File: src/rtl/core/crc8cfp_pkg.sv
// Shared types, constants and functions for the CRC-8 command frame parser.
// No dependencies; compiled first.

package crc8cfp_pkg;

  // Frame layout and limits
  localparam int unsigned MAX_PAYLOAD  = 32;
  localparam logic [7:0]  MAX_LENGTH   = 8'(MAX_PAYLOAD);
  localparam logic [7:0]  TYPE_STOP    = 8'h00;
  localparam logic [7:0]  TYPE_RUN     = 8'h01;
  localparam logic [7:0]  TYPE_DIFF    = 8'h10;
  localparam logic [7:0]  DIFF_LENGTH  = 8'd8;
  localparam logic [7:0]  STORED_BYTES = 8'd8;

  // CRC-8/MAXIM, reflected
  localparam logic [7:0]  CRC_POLY     = 8'h8C;
  localparam logic [7:0]  CRC_INIT     = 8'h00;

  // Register reset values
  localparam logic [15:0] TIMEOUT_RESET = 16'd500;
  localparam logic [7:0]  HEADER_RESET  = 8'hA5;

  localparam logic [16:0] AGE_MAX = 17'h1FFFF;

  typedef enum logic [2:0] {
    EV_NONE   = 3'd0,
    EV_GOOD   = 3'd1,
    EV_CRC    = 3'd2,
    EV_LENGTH = 3'd3,
    EV_TYPE   = 3'd4
  } frame_event_t;

  typedef enum logic {
    REG_TIMEOUT = 1'b0,
    REG_HEADER  = 1'b1
  } cfg_reg_t;

  // Per-beat report from the parser to the command logic
  typedef struct packed {
    logic        length_error;
    logic        crc_error;
    logic        frame_ok;
    logic [7:0]  frame_type;
    logic [7:0]  frame_length;
    logic [63:0] payload;
  } parse_result_t;

  function automatic logic [7:0] crc8_next(input logic [7:0] crc, input logic [7:0] data);
    logic [7:0] c;
    c = crc ^ data;
    for (int k = 0; k < 8; k++) begin
      if (c[0]) begin
        c = (c >> 1) ^ CRC_POLY;
      end else begin
        c = c >> 1;
      end
    end
    return c;
  endfunction

  function automatic logic is_nan_bits(input logic [31:0] x);
    return (x[30:23] == 8'hFF) && (x[22:0] != 23'd0);
  endfunction

endpackage

File: src/rtl/core/crc8cfp_if.sv
// Valid/ready channel interfaces for the CRC-8 command frame parser.
// Standalone; widths follow the fixed item and result fields.

interface crc8cfp_item_if;
  logic       valid;
  logic       ready;
  logic       kind;
  logic [7:0] rx_byte;

  modport source (output valid, output kind, output rx_byte, input ready);
  modport sink   (input valid, input kind, input rx_byte, output ready);
endinterface

interface crc8cfp_result_if;
  logic        valid;
  logic        ready;
  logic [2:0]  frame_event;
  logic        run_mode;
  logic        command_active;
  logic [31:0] linear_command;
  logic [31:0] angular_command;
  logic [31:0] good_count;
  logic [31:0] crc_error_count;
  logic [31:0] length_error_count;
  logic [31:0] type_error_count;

  modport source (
    output valid, output frame_event, output run_mode, output command_active,
    output linear_command, output angular_command, output good_count,
    output crc_error_count, output length_error_count, output type_error_count,
    input ready
  );
  modport sink (
    input valid, input frame_event, input run_mode, input command_active,
    input linear_command, input angular_command, input good_count,
    input crc_error_count, input length_error_count, input type_error_count,
    output ready
  );
endinterface

File: src/rtl/core/crc8_command_frame_parser_unit.sv
// Top level of the CRC-8 command frame parser: APB registers, command and
// timeout logic, event counters and the result register.
// Depends on crc8cfp_pkg, crc8cfp_if and crc8cfp_frame_parser.
// Latency: a result is valid the cycle after its item is accepted.
// Throughput: one item per cycle; a held result stalls input only while unread.
// Reset (rst, synchronous): parser waits for a header, stop mode, no command,
// counters zero, timeout 500 ticks, header byte 0xA5.

module crc8_command_frame_parser_unit
  import crc8cfp_pkg::*;
(
  input  logic                    clk,
  input  logic                    rst,
  crc8cfp_item_if.sink            item,
  crc8cfp_result_if.source        result,
  input  logic                    psel,
  input  logic                    penable,
  input  logic                    pwrite,
  input  logic [2:0]              paddr,
  input  logic [31:0]             pwdata,
  output logic [31:0]             prdata,
  output logic                    pready
);

  // Configuration registers
  logic [15:0] timeout_ticks;
  logic [7:0]  header_value;

  assign pready = 1'b1;

  always_ff @(posedge clk) begin
    if (rst) begin
      timeout_ticks <= TIMEOUT_RESET;
      header_value  <= HEADER_RESET;
    end else if (psel && penable && pwrite) begin
      unique case (cfg_reg_t'(paddr[2]))
        REG_TIMEOUT: timeout_ticks <= pwdata[15:0];
        REG_HEADER:  header_value  <= pwdata[7:0];
        default:     ;
      endcase
    end
  end

  always_comb begin
    unique case (cfg_reg_t'(paddr[2]))
      REG_TIMEOUT: prdata = {16'd0, timeout_ticks};
      REG_HEADER:  prdata = {24'd0, header_value};
      default:     prdata = '0;
    endcase
  end

  // Handshake: the result register frees up as soon as it is read
  logic accept;
  assign item.ready = !result.valid || result.ready;
  assign accept     = item.valid && item.ready;

  parse_result_t parse;

  crc8cfp_frame_parser u_parser (
    .clk          (clk),
    .rst          (rst),
    .byte_valid   (accept && !item.kind),
    .rx_byte      (item.rx_byte),
    .header_value (header_value),
    .result       (parse)
  );

  // Command and counter state
  logic         mode_run, mode_run_next;
  logic         active_flag, active_flag_next;
  logic [31:0]  linear_value, linear_value_next;
  logic [31:0]  angular_value, angular_value_next;
  logic [16:0]  elapsed_ticks, elapsed_ticks_next;
  logic [31:0]  good_total, good_total_next;
  logic [31:0]  crc_error_total, crc_error_total_next;
  logic [31:0]  length_error_total, length_error_total_next;
  logic [31:0]  type_error_total, type_error_total_next;
  frame_event_t event_next;
  logic [31:0]  diff_linear, diff_angular;

  assign diff_linear  = parse.payload[31:0];
  assign diff_angular = parse.payload[63:32];

  always_comb begin
    mode_run_next           = mode_run;
    active_flag_next        = active_flag;
    linear_value_next       = linear_value;
    angular_value_next      = angular_value;
    elapsed_ticks_next      = elapsed_ticks;
    good_total_next         = good_total;
    crc_error_total_next    = crc_error_total;
    length_error_total_next = length_error_total;
    type_error_total_next   = type_error_total;
    event_next              = EV_NONE;

    if (item.kind) begin
      // Tick: age a live command, drop it once past the timeout
      if (active_flag) begin
        if (elapsed_ticks != AGE_MAX) begin
          elapsed_ticks_next = elapsed_ticks + 17'd1;
        end
        if (elapsed_ticks_next > {1'b0, timeout_ticks}) begin
          active_flag_next   = 1'b0;
          linear_value_next  = '0;
          angular_value_next = '0;
        end
      end
    end else if (parse.length_error) begin
      length_error_total_next = length_error_total + 32'd1;
      event_next              = EV_LENGTH;
    end else if (parse.crc_error) begin
      crc_error_total_next = crc_error_total + 32'd1;
      event_next           = EV_CRC;
    end else if (parse.frame_ok) begin
      if (parse.frame_type == TYPE_STOP && parse.frame_length == 8'd0) begin
        mode_run_next      = 1'b0;
        active_flag_next   = 1'b0;
        linear_value_next  = '0;
        angular_value_next = '0;
        good_total_next    = good_total + 32'd1;
        event_next         = EV_GOOD;
      end else if (parse.frame_type == TYPE_RUN && parse.frame_length == 8'd0) begin
        mode_run_next      = 1'b1;
        active_flag_next   = 1'b0;
        linear_value_next  = '0;
        angular_value_next = '0;
        good_total_next    = good_total + 32'd1;
        event_next         = EV_GOOD;
      end else if (parse.frame_type == TYPE_DIFF && parse.frame_length == DIFF_LENGTH) begin
        if (is_nan_bits(diff_linear) || is_nan_bits(diff_angular)) begin
          type_error_total_next = type_error_total + 32'd1;
          event_next            = EV_TYPE;
        end else begin
          if (mode_run) begin
            linear_value_next  = diff_linear;
            angular_value_next = diff_angular;
            elapsed_ticks_next = '0;
            active_flag_next   = 1'b1;
          end
          good_total_next = good_total + 32'd1;
          event_next      = EV_GOOD;
        end
      end else begin
        type_error_total_next = type_error_total + 32'd1;
        event_next            = EV_TYPE;
      end
    end
  end

  always_ff @(posedge clk) begin
    if (rst) begin
      mode_run           <= 1'b0;
      active_flag        <= 1'b0;
      linear_value       <= '0;
      angular_value      <= '0;
      elapsed_ticks      <= '0;
      good_total         <= '0;
      crc_error_total    <= '0;
      length_error_total <= '0;
      type_error_total   <= '0;
    end else if (accept) begin
      mode_run           <= mode_run_next;
      active_flag        <= active_flag_next;
      linear_value       <= linear_value_next;
      angular_value      <= angular_value_next;
      elapsed_ticks      <= elapsed_ticks_next;
      good_total         <= good_total_next;
      crc_error_total    <= crc_error_total_next;
      length_error_total <= length_error_total_next;
      type_error_total   <= type_error_total_next;
    end
  end

  // Result register: load on every accepted beat, hold until read
  always_ff @(posedge clk) begin
    if (rst) begin
      result.valid <= 1'b0;
    end else if (accept) begin
      result.valid <= 1'b1;
    end else if (result.ready) begin
      result.valid <= 1'b0;
    end
  end

  always_ff @(posedge clk) begin
    if (accept) begin
      result.frame_event        <= event_next;
      result.run_mode           <= mode_run_next;
      result.command_active     <= active_flag_next;
      result.linear_command     <= active_flag_next ? linear_value_next : 32'd0;
      result.angular_command    <= active_flag_next ? angular_value_next : 32'd0;
      result.good_count         <= good_total_next;
      result.crc_error_count    <= crc_error_total_next;
      result.length_error_count <= length_error_total_next;
      result.type_error_count   <= type_error_total_next;
    end
  end

  // An inactive command never carries stale values
  a_inactive_zero: assert property (@(posedge clk) disable iff (rst)
    !active_flag |-> (linear_value == 32'd0 && angular_value == 32'd0))
    else $error("inactive command holds nonzero values");

  // A live command only exists in run mode
  a_active_in_run: assert property (@(posedge clk) disable iff (rst)
    active_flag |-> mode_run)
    else $error("command active in stop mode");

  // Every accepted beat yields a result in the next cycle
  a_accept_result: assert property (@(posedge clk) disable iff (rst)
    accept |=> result.valid)
    else $error("accepted beat produced no result");

  // A good frame advances the good counter by exactly one
  a_good_count: assert property (@(posedge clk) disable iff (rst)
    (accept && event_next == EV_GOOD) |=> good_total == $past(good_total) + 32'd1)
    else $error("good frame not counted");

  // State moves only on accepted beats
  a_hold_idle: assert property (@(posedge clk) disable iff (rst)
    !accept |=> ($stable(mode_run) && $stable(active_flag) && $stable(type_error_total)))
    else $error("state changed without an accepted beat");

endmodule

File: src/rtl/core/crc8cfp_frame_parser.sv
// Byte-level frame parser: header, type, length, payload, CRC-8/MAXIM.
// Depends on crc8cfp_pkg.

module crc8cfp_frame_parser
  import crc8cfp_pkg::*;
(
  input  logic          clk,
  input  logic          rst,
  input  logic          byte_valid,
  input  logic [7:0]    rx_byte,
  input  logic [7:0]    header_value,
  output parse_result_t result
);

  typedef enum logic [2:0] {
    PH_HEADER = 3'd0,
    PH_TYPE   = 3'd1,
    PH_LENGTH = 3'd2,
    PH_DATA   = 3'd3,
    PH_CRC    = 3'd4
  } phase_t;

  phase_t      phase, phase_next;
  logic [7:0]  frame_type, frame_type_next;
  logic [7:0]  frame_length, frame_length_next;
  logic [7:0]  payload_index, payload_index_next;
  logic [7:0]  running_crc, running_crc_next;
  logic [63:0] payload_bytes;
  logic [7:0]  crc_step;

  assign crc_step = crc8_next(running_crc, rx_byte);

  always_comb begin
    phase_next         = phase;
    frame_type_next    = frame_type;
    frame_length_next  = frame_length;
    payload_index_next = payload_index;
    running_crc_next   = running_crc;
    result              = '0;
    result.frame_type   = frame_type;
    result.frame_length = frame_length;
    result.payload      = payload_bytes;
    if (byte_valid) begin
      unique case (phase)
        PH_HEADER: begin
          if (rx_byte == header_value) begin
            running_crc_next = crc8_next(CRC_INIT, rx_byte);
            phase_next       = PH_TYPE;
          end
        end
        PH_TYPE: begin
          frame_type_next  = rx_byte;
          running_crc_next = crc_step;
          phase_next       = PH_LENGTH;
        end
        PH_LENGTH: begin
          frame_length_next = rx_byte;
          running_crc_next  = crc_step;
          if (rx_byte > MAX_LENGTH) begin
            result.length_error = 1'b1;
            phase_next          = PH_HEADER;
          end else begin
            payload_index_next = '0;
            phase_next         = (rx_byte == 8'd0) ? PH_CRC : PH_DATA;
          end
        end
        PH_DATA: begin
          payload_index_next = payload_index + 8'd1;
          running_crc_next   = crc_step;
          if (payload_index_next >= frame_length) begin
            phase_next = PH_CRC;
          end
        end
        PH_CRC: begin
          if (rx_byte == running_crc) begin
            result.frame_ok = 1'b1;
          end else begin
            result.crc_error = 1'b1;
          end
          phase_next = PH_HEADER;
        end
        default: begin
          phase_next = PH_HEADER;
        end
      endcase
    end
  end

  always_ff @(posedge clk) begin
    if (rst) begin
      phase         <= PH_HEADER;
      frame_type    <= '0;
      frame_length  <= '0;
      payload_index <= '0;
      running_crc   <= '0;
    end else begin
      phase         <= phase_next;
      frame_type    <= frame_type_next;
      frame_length  <= frame_length_next;
      payload_index <= payload_index_next;
      running_crc   <= running_crc_next;
    end
  end

  // Keep only the first eight payload bytes, little-endian
  always_ff @(posedge clk) begin
    if (byte_valid && phase == PH_DATA && payload_index < STORED_BYTES) begin
      payload_bytes[{payload_index[2:0], 3'b000} +: 8] <= rx_byte;
    end
  end

endmodule

File: src/flat_wrapper.sv
// flat-port wrapper written by rule: the top's interface ports become plain ports
module crc8_command_frame_parser_unit_flat import crc8cfp_pkg::*;
  (clk, rst, psel, penable, pwrite, paddr, pwdata, prdata, pready, item_valid, item_kind, item_rx_byte, item_ready, result_valid, result_frame_event, result_run_mode, result_command_active, result_linear_command, result_angular_command, result_good_count, result_crc_error_count, result_length_error_count, result_type_error_count, result_ready);
  crc8cfp_item_if item_i ();
  crc8cfp_result_if result_i ();
  input  logic clk;
  input  logic rst;
  input  logic psel;
  input  logic penable;
  input  logic pwrite;
  input  logic [2:0] paddr;
  input  logic [31:0] pwdata;
  output logic [31:0] prdata;
  output logic pready;
  input wire logic [$bits(item_i.valid)-1:0] item_valid;
  input wire logic [$bits(item_i.kind)-1:0] item_kind;
  input wire logic [$bits(item_i.rx_byte)-1:0] item_rx_byte;
  output wire logic [$bits(item_i.ready)-1:0] item_ready;
  output wire logic [$bits(result_i.valid)-1:0] result_valid;
  output wire logic [$bits(result_i.frame_event)-1:0] result_frame_event;
  output wire logic [$bits(result_i.run_mode)-1:0] result_run_mode;
  output wire logic [$bits(result_i.command_active)-1:0] result_command_active;
  output wire logic [$bits(result_i.linear_command)-1:0] result_linear_command;
  output wire logic [$bits(result_i.angular_command)-1:0] result_angular_command;
  output wire logic [$bits(result_i.good_count)-1:0] result_good_count;
  output wire logic [$bits(result_i.crc_error_count)-1:0] result_crc_error_count;
  output wire logic [$bits(result_i.length_error_count)-1:0] result_length_error_count;
  output wire logic [$bits(result_i.type_error_count)-1:0] result_type_error_count;
  input wire logic [$bits(result_i.ready)-1:0] result_ready;
  assign item_i.valid = item_valid;
  assign item_i.kind = item_kind;
  assign item_i.rx_byte = item_rx_byte;
  assign item_ready = item_i.ready;
  assign result_valid = result_i.valid;
  assign result_frame_event = result_i.frame_event;
  assign result_run_mode = result_i.run_mode;
  assign result_command_active = result_i.command_active;
  assign result_linear_command = result_i.linear_command;
  assign result_angular_command = result_i.angular_command;
  assign result_good_count = result_i.good_count;
  assign result_crc_error_count = result_i.crc_error_count;
  assign result_length_error_count = result_i.length_error_count;
  assign result_type_error_count = result_i.type_error_count;
  assign result_i.ready = result_ready;
  crc8_command_frame_parser_unit u_core (.clk(clk), .rst(rst), .item(item_i), .result(result_i), .psel(psel), .penable(penable), .pwrite(pwrite), .paddr(paddr), .pwdata(pwdata), .prdata(prdata), .pready(pready));
endmodule
File: config.mk
export PLATFORM = sky130hd
export DESIGN_NAME = crc8_command_frame_parser_unit_flat
export DESIGN_NICKNAME = d
export VERILOG_FILES = /design/src/rtl/core/crc8cfp_pkg.sv /design/src/rtl/core/crc8cfp_if.sv /design/src/rtl/core/crc8_command_frame_parser_unit.sv /design/src/rtl/core/crc8cfp_frame_parser.sv /design/src/flat_wrapper.sv
export SDC_FILE = /design/constraint.sdc
export NUM_CORES = 1
export LEC_CHECK = 0
export ABC_AREA = 1
export BUFFER_PORTS_ARGS = -buffer_cell sky130_fd_sc_hd__buf_4
export CORE_UTILIZATION = 54
export CTS_CLUSTER_SIZE = 40
export DETAILED_ROUTE_END_ITERATION = 12
export MAX_ROUTING_LAYER = met4
export PLACE_DENSITY = 0.77
export SKIP_LAST_GASP = 1
export SLEW_MARGIN = 20
export SYNTH_ARGS = -nofsm -noshare
export SYNTH_HDL_FRONTEND = slang
export SYNTH_SLANG_ARGS = --single-unit
File: constraint.sdc
create_clock -name clk -period 3.6 [get_ports clk]
set_input_delay 0.72 -clock clk [delete_from_list [all_inputs] [get_ports clk]]
set_output_delay 0.72 -clock clk [all_outputs]
set_load 0.01 [all_outputs]
* Word-level counts from Yosys, hierarchy flattened *
Cells that the tools add are included.

word-level totals
  input bits = 51
  output and inout bits = 232
  bits in registers = 532
  logic and storage cells = 254

cells by class
  bitwise logic cells = 19
  order comparisons = 4
  mux-type cells = 136
  $add $sub $neg = 7
  equality and inequality tests = 21
  reduce and logical (&&, ||, !) cells = 37
  shifts and indexed selects = 2

operator list
  operator                  count
  $mux W32                  43
  $mux W8                   39
  $mux W17                  13
  $add A32 B1 Y32 const B   4
  $bwmux W64                1
  $pmux W32 S2              1
  $shift A8 B8 Y64 const A  1
  $shiftx A8 B8 Y64         1
  $not A2 Y3                16
  $reduce_bool A23 Y1       2
  $pmux W8 S2               2
  $logic_not A8 Y1          3
  $mux W1                   23
  $mux W3                   7
  $add A17 B1 Y17 const B   1
  $gt A17 B16 Y1            1
  $ne A17 B17 Y1 const B    1
  $eq A8 B8 Y1              2
  $eq A8 B8 Y1 const B      2
  $ne A2 B2 Y1 const B      8
  $mux W2                   6
  $pmux W3 S4               1
  $reduce_bool A2 Y1        6
  $logic_and A1 B1 Y1       11
  other kinds (22)          31

* Logic depth before layout (Yosys ltp) *
Gate-level depths: netlist of run 1.

  depth after elaboration = 39
  mapped depth = 24
  mapped depth without buffers = 23

* Hierarchy *
Synthesis of run 1 repeated with hierarchy kept, for this count alone.

unflattened totals
  cells, all modules = 3852
  area total of the unflattened synthesis = 28678.8 um^2

by module, submodules not included
  module                          cells an instance  area each (um^2)  times used  sequential area each (um^2)
  crc8_command_frame_parser_unit  3273               23739.0           1           10640.2
  crc8cfp_frame_parser            579                4939.7            1           2622.5

* Worst setup path before layout of run 1 *
Ideal clock, no wire load.

  path kind = in2reg
  start point = in item_valid
  end point = reg u_core.result.angular_command[0], enable pin
  data required time = 3127 ps
  arrival = 3335 ps
  buffers on the path = 1
  cell stages on the path = 3
  setup time = 473 ps
  setup slack = -208 ps
  path through = inv_1 -> a21oi_4 -> buf_2

between the ends
  word-level cells in the longest chain between the ends = 1

RTL lines
  item                     line                                   source
  start, declared          flat_wrapper.sv:15                     input wire logic [$bits(item_i.valid)-1:0] item_valid;
  $logic_and A1 B1 Y1      crc8_command_frame_parser_unit.sv:55   assign accept = item.valid && item.ready;
  named net u_core.accept  crc8_command_frame_parser_unit.sv:53   logic accept;
  end signal, assigned     crc8_command_frame_parser_unit.sv:191  result.angular_command <= active_flag_next ? angular_value_next : 32'd0;
  end, declared            crc8cfp_if.sv:29                       output linear_command, output angular_command, output good_count,

The timed path passes the listed nets, and every way through them passes these cells.
A chain may end at the register's enable or synchronous reset.

* Final worst setup path of run 1 *
  start point = reg u_core.elapsed_ticks[0]
  end point = reg u_core.result.linear_command[22] (data pin)

between the ends
  word-level cells in the longest chain between the ends = 8
  elaborated cells between the ends (all ways) = 12
  those cells by class = 1 x add/sub; 1 x order compare; 1 x eq/ne; 9 x mux

RTL lines
  item                                                      line                                                                         source
  start, declared                                           crc8_command_frame_parser_unit.sv:73                                         logic [16:0] elapsed_ticks, elapsed_ticks_next;
  start signal, assigned                                    crc8_command_frame_parser_unit.sv:166                                        elapsed_ticks <= elapsed_ticks_next;
  $add A17 B1 Y17 / $ne A17 B17 Y1 (equally long branches)  crc8_command_frame_parser_unit.sv:100, crc8_command_frame_parser_unit.sv:99
  $mux W17 (*)                                              crc8_command_frame_parser_unit.sv:99                                         if (elapsed_ticks != AGE_MAX) begin
  $mux W17 (*)                                              crc8_command_frame_parser_unit.sv:98                                         if (active_flag) begin
  $mux W17 (*)                                              crc8_command_frame_parser_unit.sv:96                                         if (item.kind) begin
  $gt A17 B16 Y1 (*)                                        crc8_command_frame_parser_unit.sv:102                                        if (elapsed_ticks_next > {1'b0, timeout_ticks}) begin
  $mux W32 / $mux W1 (equally long branches)                crc8_command_frame_parser_unit.sv:102
  $mux W32 / $mux W1 (equally long branches)                crc8_command_frame_parser_unit.sv:98
  $mux W32 / $mux W1 (equally long branches)                crc8_command_frame_parser_unit.sv:96
  end signal, assigned                                      crc8_command_frame_parser_unit.sv:190                                        result.linear_command <= active_flag_next ? linear_value_next : 32'd0;
  end, declared                                             crc8cfp_if.sv:29

Every way passes the cells marked *; elsewhere a longest branch is shown, timed or not. The select of a mux whose other input is x is not followed.

==> impl_metrics.json, run 1 <==
{
  "slew_viol_final": 0,
  "dr.pass1.iters": 6,
  "pwr-share-comb": 0.075,
  "clockPowerShare": 0.433,
  "synth_edf_count": 261,
  "cts-root-buf": "clkbuf_16",
  "stdcell_area_um2": 30400,
  "rr_endpoint": "u_core.result.linear_command[22]",
  "synth_seq_area_share": 0.511,
  "ctsHoldBuffers": 0,
  "dieArea_um2": 48900,
  "switching_share": 0.234,
  "cts_sinks": 532,
  "crit_arrival_ns": 3.89,
  "drt_iter0_drc": 1860,
  "chipWidth_um": 221,
  "h-tree-depth": 2,
  "relSlewSlack": 0.232,
  "max_freq_ghz": 0.290,
  "setup_ws_ns": 0.152,
  "start_util": 0.553,
  "sequentialPowerShare": 0.493,
  "synthFlopType": "dfxtp_1",
  "min_to": "u_core.type_error_total[10]",
  "whs_path_depth": 2,
  "leakagePower_nw": 13.6,
  "postSynth.asyncResetShare": 0,
  "p_per_area_nw_per_um2": 439,
  "min_from": "rst",
  "final_common_cell": "nand2_1",
  "io_buffer_count": 247,
  "place_area_um2": 28200,
  "hp-class": "in2reg",
  "cts_made_buffers": 55,
  "p_sw_mw": 3.13,
  "status": "completed",
  "viasPerCell": 5.34,
  "grt_pass1_wl_um": 103000,
  "maxCapViolCount": 0,
  "fin_crit_ns": 3.45,
  "num_rows": 79,
  "gp_congestion": 0.901,
  "rr_startpoint": "u_core.elapsed_ticks[0]",
  "final_cell_mix": "nand2_1, inv_1, nor2_1",
  "ys_ff_latch": 532,
  "cts_tree": "yes",
  "drcViolationCount": 0,
  "cp-start-kind": "flip-flop",
  "pin_count": 283,
  "pre_cts_slack_ns": -0.0455,
  "drive_above_1_share": 0.144,
  "fin_util": 0.648,
  "clkTransAtPathRegs_ns": 0.06,
  "core_um2": 47000,
  "finalCritPeriodShare": 0.958,
  "grt_remaining_overflow": 0,
  "grt_max_degree": 209,
  "syn_area_um2": 25900,
  "nNetsFinal": 3471,
  "peakVddDrop_mv": 0.375,
  "syn_inst": 3161,
  "wl_per_cell_um": 16.3,
  "reg2reg_slack_ns": 0.15,
  "ys_warn_count": 0,
  "die_h_um": 221,
  "fin_worst_skew_ns": 0.0254,
  "ant_nets": 0,
  "syn_to_final_growth_pct": 17.4,
  "synth.distinct_cells": 51,
  "grt_pass1_vias": 20768,
  "tightest_slew_ns": 1.15,
  "setup_violations": 0,
  "hold_viol": 0,
  "dp_hpwl_um": 43500,
  "track_usage": 0.266,
  "cts_buffer_depth": 3,
  "required_ns": 4.05,
  "path_class": "reg2reg",
  "cp_max_fo": 8,
  "diodes": 0,
  "p_int_mw": 10.2,
  "fin_setup_tns_ns": 0,
  "clock_latency_ns": 0.62,
  "end_kind": "flip-flop",
  "antenna_found_initial": 0,
  "worstRegToRegCells": 20,
  "vias": 21587,
  "drt-total-wl_um": 65900,
  "syn_area_per_cell_um2": 8.21
}
==> synth_stat cells, types with 25 or more instances <==
| cell type | number | area [um^2] |
|---|---|---|
| o21ai_0 | 85 | 425 |
| edfxtp_1 | 261 | 7840 |
| ha_1 | 32 | 400 |
| a21oi_2 | 39 | 342 |
| dfxtp_1 | 271 | 5430 |
| inv_1 | 514 | 1930 |
| a21oi_1 | 210 | 1050 |
| nand4_1 | 61 | 382 |
| xnor2_1 | 39 | 342 |
| nor2_1 | 333 | 1250 |
| nand2_1 | 631 | 2370 |
| nand3_1 | 267 | 1340 |
| clkbuf_1 | 69 | 259 |
| buf_4 | 25 | 188 |
| nor3_1 | 44 | 220 |
| xor2_1 | 98 | 858 |
| nand3b_1 | 29 | 218 |
| nor4_1 | 26 | 163 |
==> registers in the layout, summed over array words and instances, names as in the netlist, 3 cells and up <==
signal / flops
u_core.angular_value: 32
u_core.crc_error_total: 32
u_core.elapsed_ticks: 17
u_core.good_total: 32
u_core.header_value: 8
u_core.length_error_total: 32
u_core.linear_value: 32
u_core.result.angular_command: 32
u_core.result.crc_error_count: 32
u_core.result.frame_event: 3
u_core.result.good_count: 32
u_core.result.length_error_count: 32
u_core.result.linear_command: 32
u_core.result.type_error_count: 32
u_core.timeout_ticks: 16
u_core.type_error_total: 32
u_core.u_parser.frame_length: 8
u_core.u_parser.frame_type: 8
u_core.u_parser.payload_bytes: 64
u_core.u_parser.payload_index: 8
u_core.u_parser.phase: 3
u_core.u_parser.running_crc: 8
==> final cells by class <==
class / instances / area [um^2]
clock buffer: 65 / 1490
sequential: 532 / 13300
tap: 607 / 759
fill: 3794 / 16500
multi-input combinational: 1979 / 10200
timing repair buffer: 295 / 2450
clock inverter: 37 / 337
inverter: 525 / 1970
==> power groups by stage <==
stage | clock (mW) | combinational, mW | sequential (mW)
floorplan | 0 | 0.554 | 6.76
global placement | 0 | 0.936 | 6.71
detailed placement | 0 | 0.963 | 6.72
CTS | 5.87 | 0.970 | 6.59
global route | 6.11 | 1.09 | 6.60
finish | 5.78 | 0.999 | 6.59
==> through the flow <==
| stage | power (mW) | hold WS [ns] | std cells |
|---|---|---|---|
| 6_report | 13.4 | 0.313 | 4040 |
| 3_3_place_gp | 7.65 | 0.466 | 3925 |
| 4_1_cts | 13.4 | 0.283 | 4027 |
| 3_5_place_dp | 7.68 | 0.477 | 3925 |
| 2_1_floorplan | 7.32 | 0.448 | 3176 |
| 5_1_grt | 13.8 | 0.299 | 4040 |
==> worst max-delay path, cell delays in order, from the launching register on <==
cell and delay [ns]:
dfxtp_1 0.35, ha_2 0.22, nand2_4 0.07, inv_2 0.06, nand2_2 0.05, nor2_1 0.13
nand2_1 0.09, inv_2 0.09, nand2_4 0.06, buf_4 0.18, mux2i_1 0.14, inv_1 0.08
ha_1 0.30, nand4_1 0.11, nor4_1 0.30, nand3_1 0.29, nand3_4 0.15, buf_12 0.17
clkbuf_16 0.17, nand2_1 0.08, a21oi_2 0.16
==> logic make-up after synthesis <==
kind of cell	after synthesis	synth area share
mux	1	0.000386
flops	532	0.511
fa+ha+maj	32	0.0154
xor+xnor	144	0.0506
compound gates	347	0.0742
simple gates	1438	0.242
buf+inv	665	0.106
other cells	2	0.000289
==> worst max-delay path by stage <==
stage                                            end  depth (start not counted)                     from  slack, ns
detailed placement   u_core.result.linear_command[2]                         19  u_core.elapsed_ticks[1]      -0.05
finish              u_core.result.linear_command[22]                         20  u_core.elapsed_ticks[0]       0.15
global route        u_core.result.linear_command[13]                         15  u_core.elapsed_ticks[4]     -0.007
global placement     u_core.result.linear_command[2]                         19  u_core.elapsed_ticks[1]       0.08
CTS                  u_core.result.linear_command[2]                         19  u_core.elapsed_ticks[1]       0.01
floorplan                   u_core.angular_value[23]                         23  u_core.elapsed_ticks[0]       0.34
==> what timing repair did <==
item                                    CTS  global route
setup buffers                             0             3
resized for setup                         2            49
gates cloned                              0            10
pin swaps                                 0            20
endpoints found under the setup margin   46           130
==> per-layer routing <==
layer / wire (um) / share of wire / vias to the layer above / GRT usage
met4: 2040 / 0.031 / 0 / 0.0993
met5: 0 / 0 / - / -
met3: 4470 / 0.068 / 132 / 0.0459
met2: 32600 / 0.50 / 749 / 0.454
met1: 26700 / 0.41 / 10147 / 0.314
li1: - / - / 10559 / -
(Power assumes the default switching activity.)
==> inputs of run 2 (changes only) <==
CORE_ASPECT_RATIO = 0.6   (was unset)
MAX_ROUTING_LAYER = unset   (was met4)
==> run 2 against run 1 <==
Net effect: die area hardly changed; wire length is 3.6% higher; clock skew is 0.0012 ns higher; cell count is 0.67% higher; largest power group unchanged; largest cell class unchanged; sequential power hardly changed; first-iteration DRC count is 30% higher; via count is 0.93% higher; highest routed layer unchanged; maximum frequency is 1.4% higher; clock power is 6.6% lower; global-route usage is 0.086 points higher.
==> impl_metrics.json, run 2 (synthesis gave the netlist of run 1 again) <==
{
  "grt_max_degree": 167,
  "dr.pass1.iters": 9,
  "ant_nets": 0,
  "max_freq_ghz": 0.294,
  "start_util": 0.554,
  "fin_setup_tns_ns": 0,
  "cts_tree": "yes",
  "cts_buffer_depth": 3,
  "largest_register_ffs": 64,
  "num_rows": 61,
  "rr_startpoint": "u_core.elapsed_ticks[0]",
  "wl_met2_um": 30800,
  "grt_remaining_overflow": 0,
  "hold_viol": 0,
  "track_usage": 0.267,
  "fin_worst_skew_ns": 0.0266,
  "path_depth": 20,
  "leakagePower_nw": 13.5,
  "hp-class": "in2reg",
  "wl_per_cell_um": 16.8,
  "vias": 21788,
  "tightest_slew_ns": 1.02,
  "final_common_cell": "nand2_1",
  "crit_arrival_ns": 3.79,
  "drive_above_1_share": 0.144,
  "finalCritPeriodShare": 0.944,
  "io_buffer_count": 247,
  "grt_pass1_wl_um": 105000,
  "drt_iter0_drc": 2422,
  "cts-root-buf": "clkbuf_16",
  "viasPerCell": 5.36,
  "core_um2": 46900,
  "drt-met1-wl_um": 30600,
  "chipWidth_um": 285,
  "die_h_um": 172,
  "relSlewSlack": 0.323,
  "p_per_area_nw_per_um2": 429,
  "grt_pass1_vias": 20420,
  "cts_sinks": 532,
  "cp_max_fo": 12,
  "worstRegToRegCells": 20,
  "routed.top_layer": "met4",
  "drt-total-wl_um": 68300,
  "startpoint": "u_core.elapsed_ticks[0]",
  "critPathMaxStageDelay_ns": 0.35,
  "status": "completed",
  "crit_family": "simple AND/OR/NAND/NOR gates",
  "wl_met3_um": 5820,
  "end_kind": "flip-flop",
  "cp-start-kind": "flip-flop",
  "path_class": "reg2reg",
  "syn_to_final_growth_pct": 16.8,
  "maxCapViolCount": 0,
  "multiInputGateArea_um2": 10200,
  "worst_path_max_delay_cell": "ha_1",
  "gp_congestion": 0.959,
  "clock_latency_ns": 0.58,
  "dp_hpwl_um": 46900,
  "endpoint": "u_core.result.linear_command[11]",
  "h-tree-depth": 2,
  "ctsHoldBuffers": 0,
  "slew_viol_final": 0,
  "rr_endpoint": "u_core.result.linear_command[11]",
  "seqCellArea_um2": 13300,
  "whs_ns": 0.374,
  "setup_violations": 0,
  "nNetsFinal": 3479,
  "diodes": 0,
  "antenna_found_initial": 0,
  "peakVddDrop_mv": 0.345,
  "cp_num_buf_inv": 4,
  "final_cell_mix": "nand2_1, inv_1, nor2_1",
  "setup_ws_ns": 0.200,
  "reg2reg_slack_ns": 0.20,
  "cts_made_buffers": 50,
  "clkTransAtPathRegs_ns": 0.06,
  "drcViolationCount": 0,
  "pre_cts_slack_ns": -0.0514,
  "fill_cells": 3814,
  "pin_count": 283,
  "path_cells": "ha_4 -> nand2_2 -> inv_2 -> nand2_2 -> nor2_1 -> nand2_1 -> inv_2 -> nand2_1 -> nand2_2 -> nor4_4 -> a21boi_2 -> ha_1 -> nand4_1 -> nor4_4 -> nand3_2 -> nand3_4 -> buf_12 -> buf_12 -> nand2_1 -> a21oi_1",
  "required_ns": 3.99,
  "fin_crit_ns": 3.40,
  "dieArea_um2": 49000
}
-- run 2: stage by stage --
stage,instances,power [mW],area (um^2),util
2_1_floorplan,3176,7.32,26000,-
3_3_place_gp,3968,7.65,28400,0.606
3_5_place_dp,3968,7.69,28400,0.606
4_1_cts,4061,13.1,30100,0.641
5_1_grt,4067,13.4,30300,0.647
6_report,4067,13.0,30300,0.647
-- run 2: area by class of cell --
| class | instances | area share |
|---|---|---|
| clock buffer | 72 | 0.0467 |
| clock inverter | 21 | 0.00809 |
| inverter | 525 | 0.0650 |
| multi-input combinational | 1980 | 0.336 |
| sequential | 532 | 0.438 |
| tap | 630 | 0.0260 |
| timing repair buffer | 307 | 0.0808 |
-- run 2: worst min path at each step --
stage | startpoint | endpoint | slack [ns] | cells past startpoint
2_1_floorplan | u_core.timeout_ticks[1] | u_core.timeout_ticks[1] | 0.45 | 2
5_1_grt | pwdata[8] | u_core.timeout_ticks[8] | 0.36 | 3
3_5_place_dp | u_core.u_parser.running_crc[4] | u_core.u_parser.running_crc[4] | 0.48 | 2
3_3_place_gp | u_core.u_parser.running_crc[4] | u_core.u_parser.running_crc[4] | 0.47 | 2
4_1_cts | pwdata[8] | u_core.timeout_ticks[8] | 0.35 | 3
6_report | pwdata[8] | u_core.timeout_ticks[8] | 0.37 | 3
-- run 2: worst reg2reg max path, cell delays in order, from the launching register on --
cell      delay [ns]
dfxtp_2         0.34
ha_4            0.16
nand2_2         0.08
inv_2           0.04
nand2_2         0.06
nor2_1          0.04
nand2_1         0.08
inv_2           0.05
nand2_1         0.08
nand2_2         0.09
nor4_4          0.21
a21boi_2        0.13
ha_1            0.35
nand4_1         0.18
nor4_4          0.33
nand3_2         0.20
nand3_4         0.19
buf_12          0.17
buf_12          0.16
nand2_1         0.08
a21oi_1         0.19
-- run 2: what timing repair did --
| item | CTS | global route |
|---|---|---|
| endpoints found under the setup margin | 60 | 130 |
| resized for setup | 2 | 40 |
| gates cloned | 0 | 4 |
| setup buffers | 0 | 2 |
| pin swaps | 1 | 15 |
-- run 2: where the power goes --
group          internal (mW)  switching (mW)  leakage (nW)
Sequential              6.51          0.0802          4.76
Combinational          0.361           0.636          7.93
Clock                   3.10            2.30         0.806
-- run 2: per-layer routing --
layer / vias up / global-route usage
li1: 10594 / -
met1: 10196 / 0.379
met2: 899 / 0.430
met3: 99 / 0.0431
met4: 0 / 0.0584
met5: - / 0
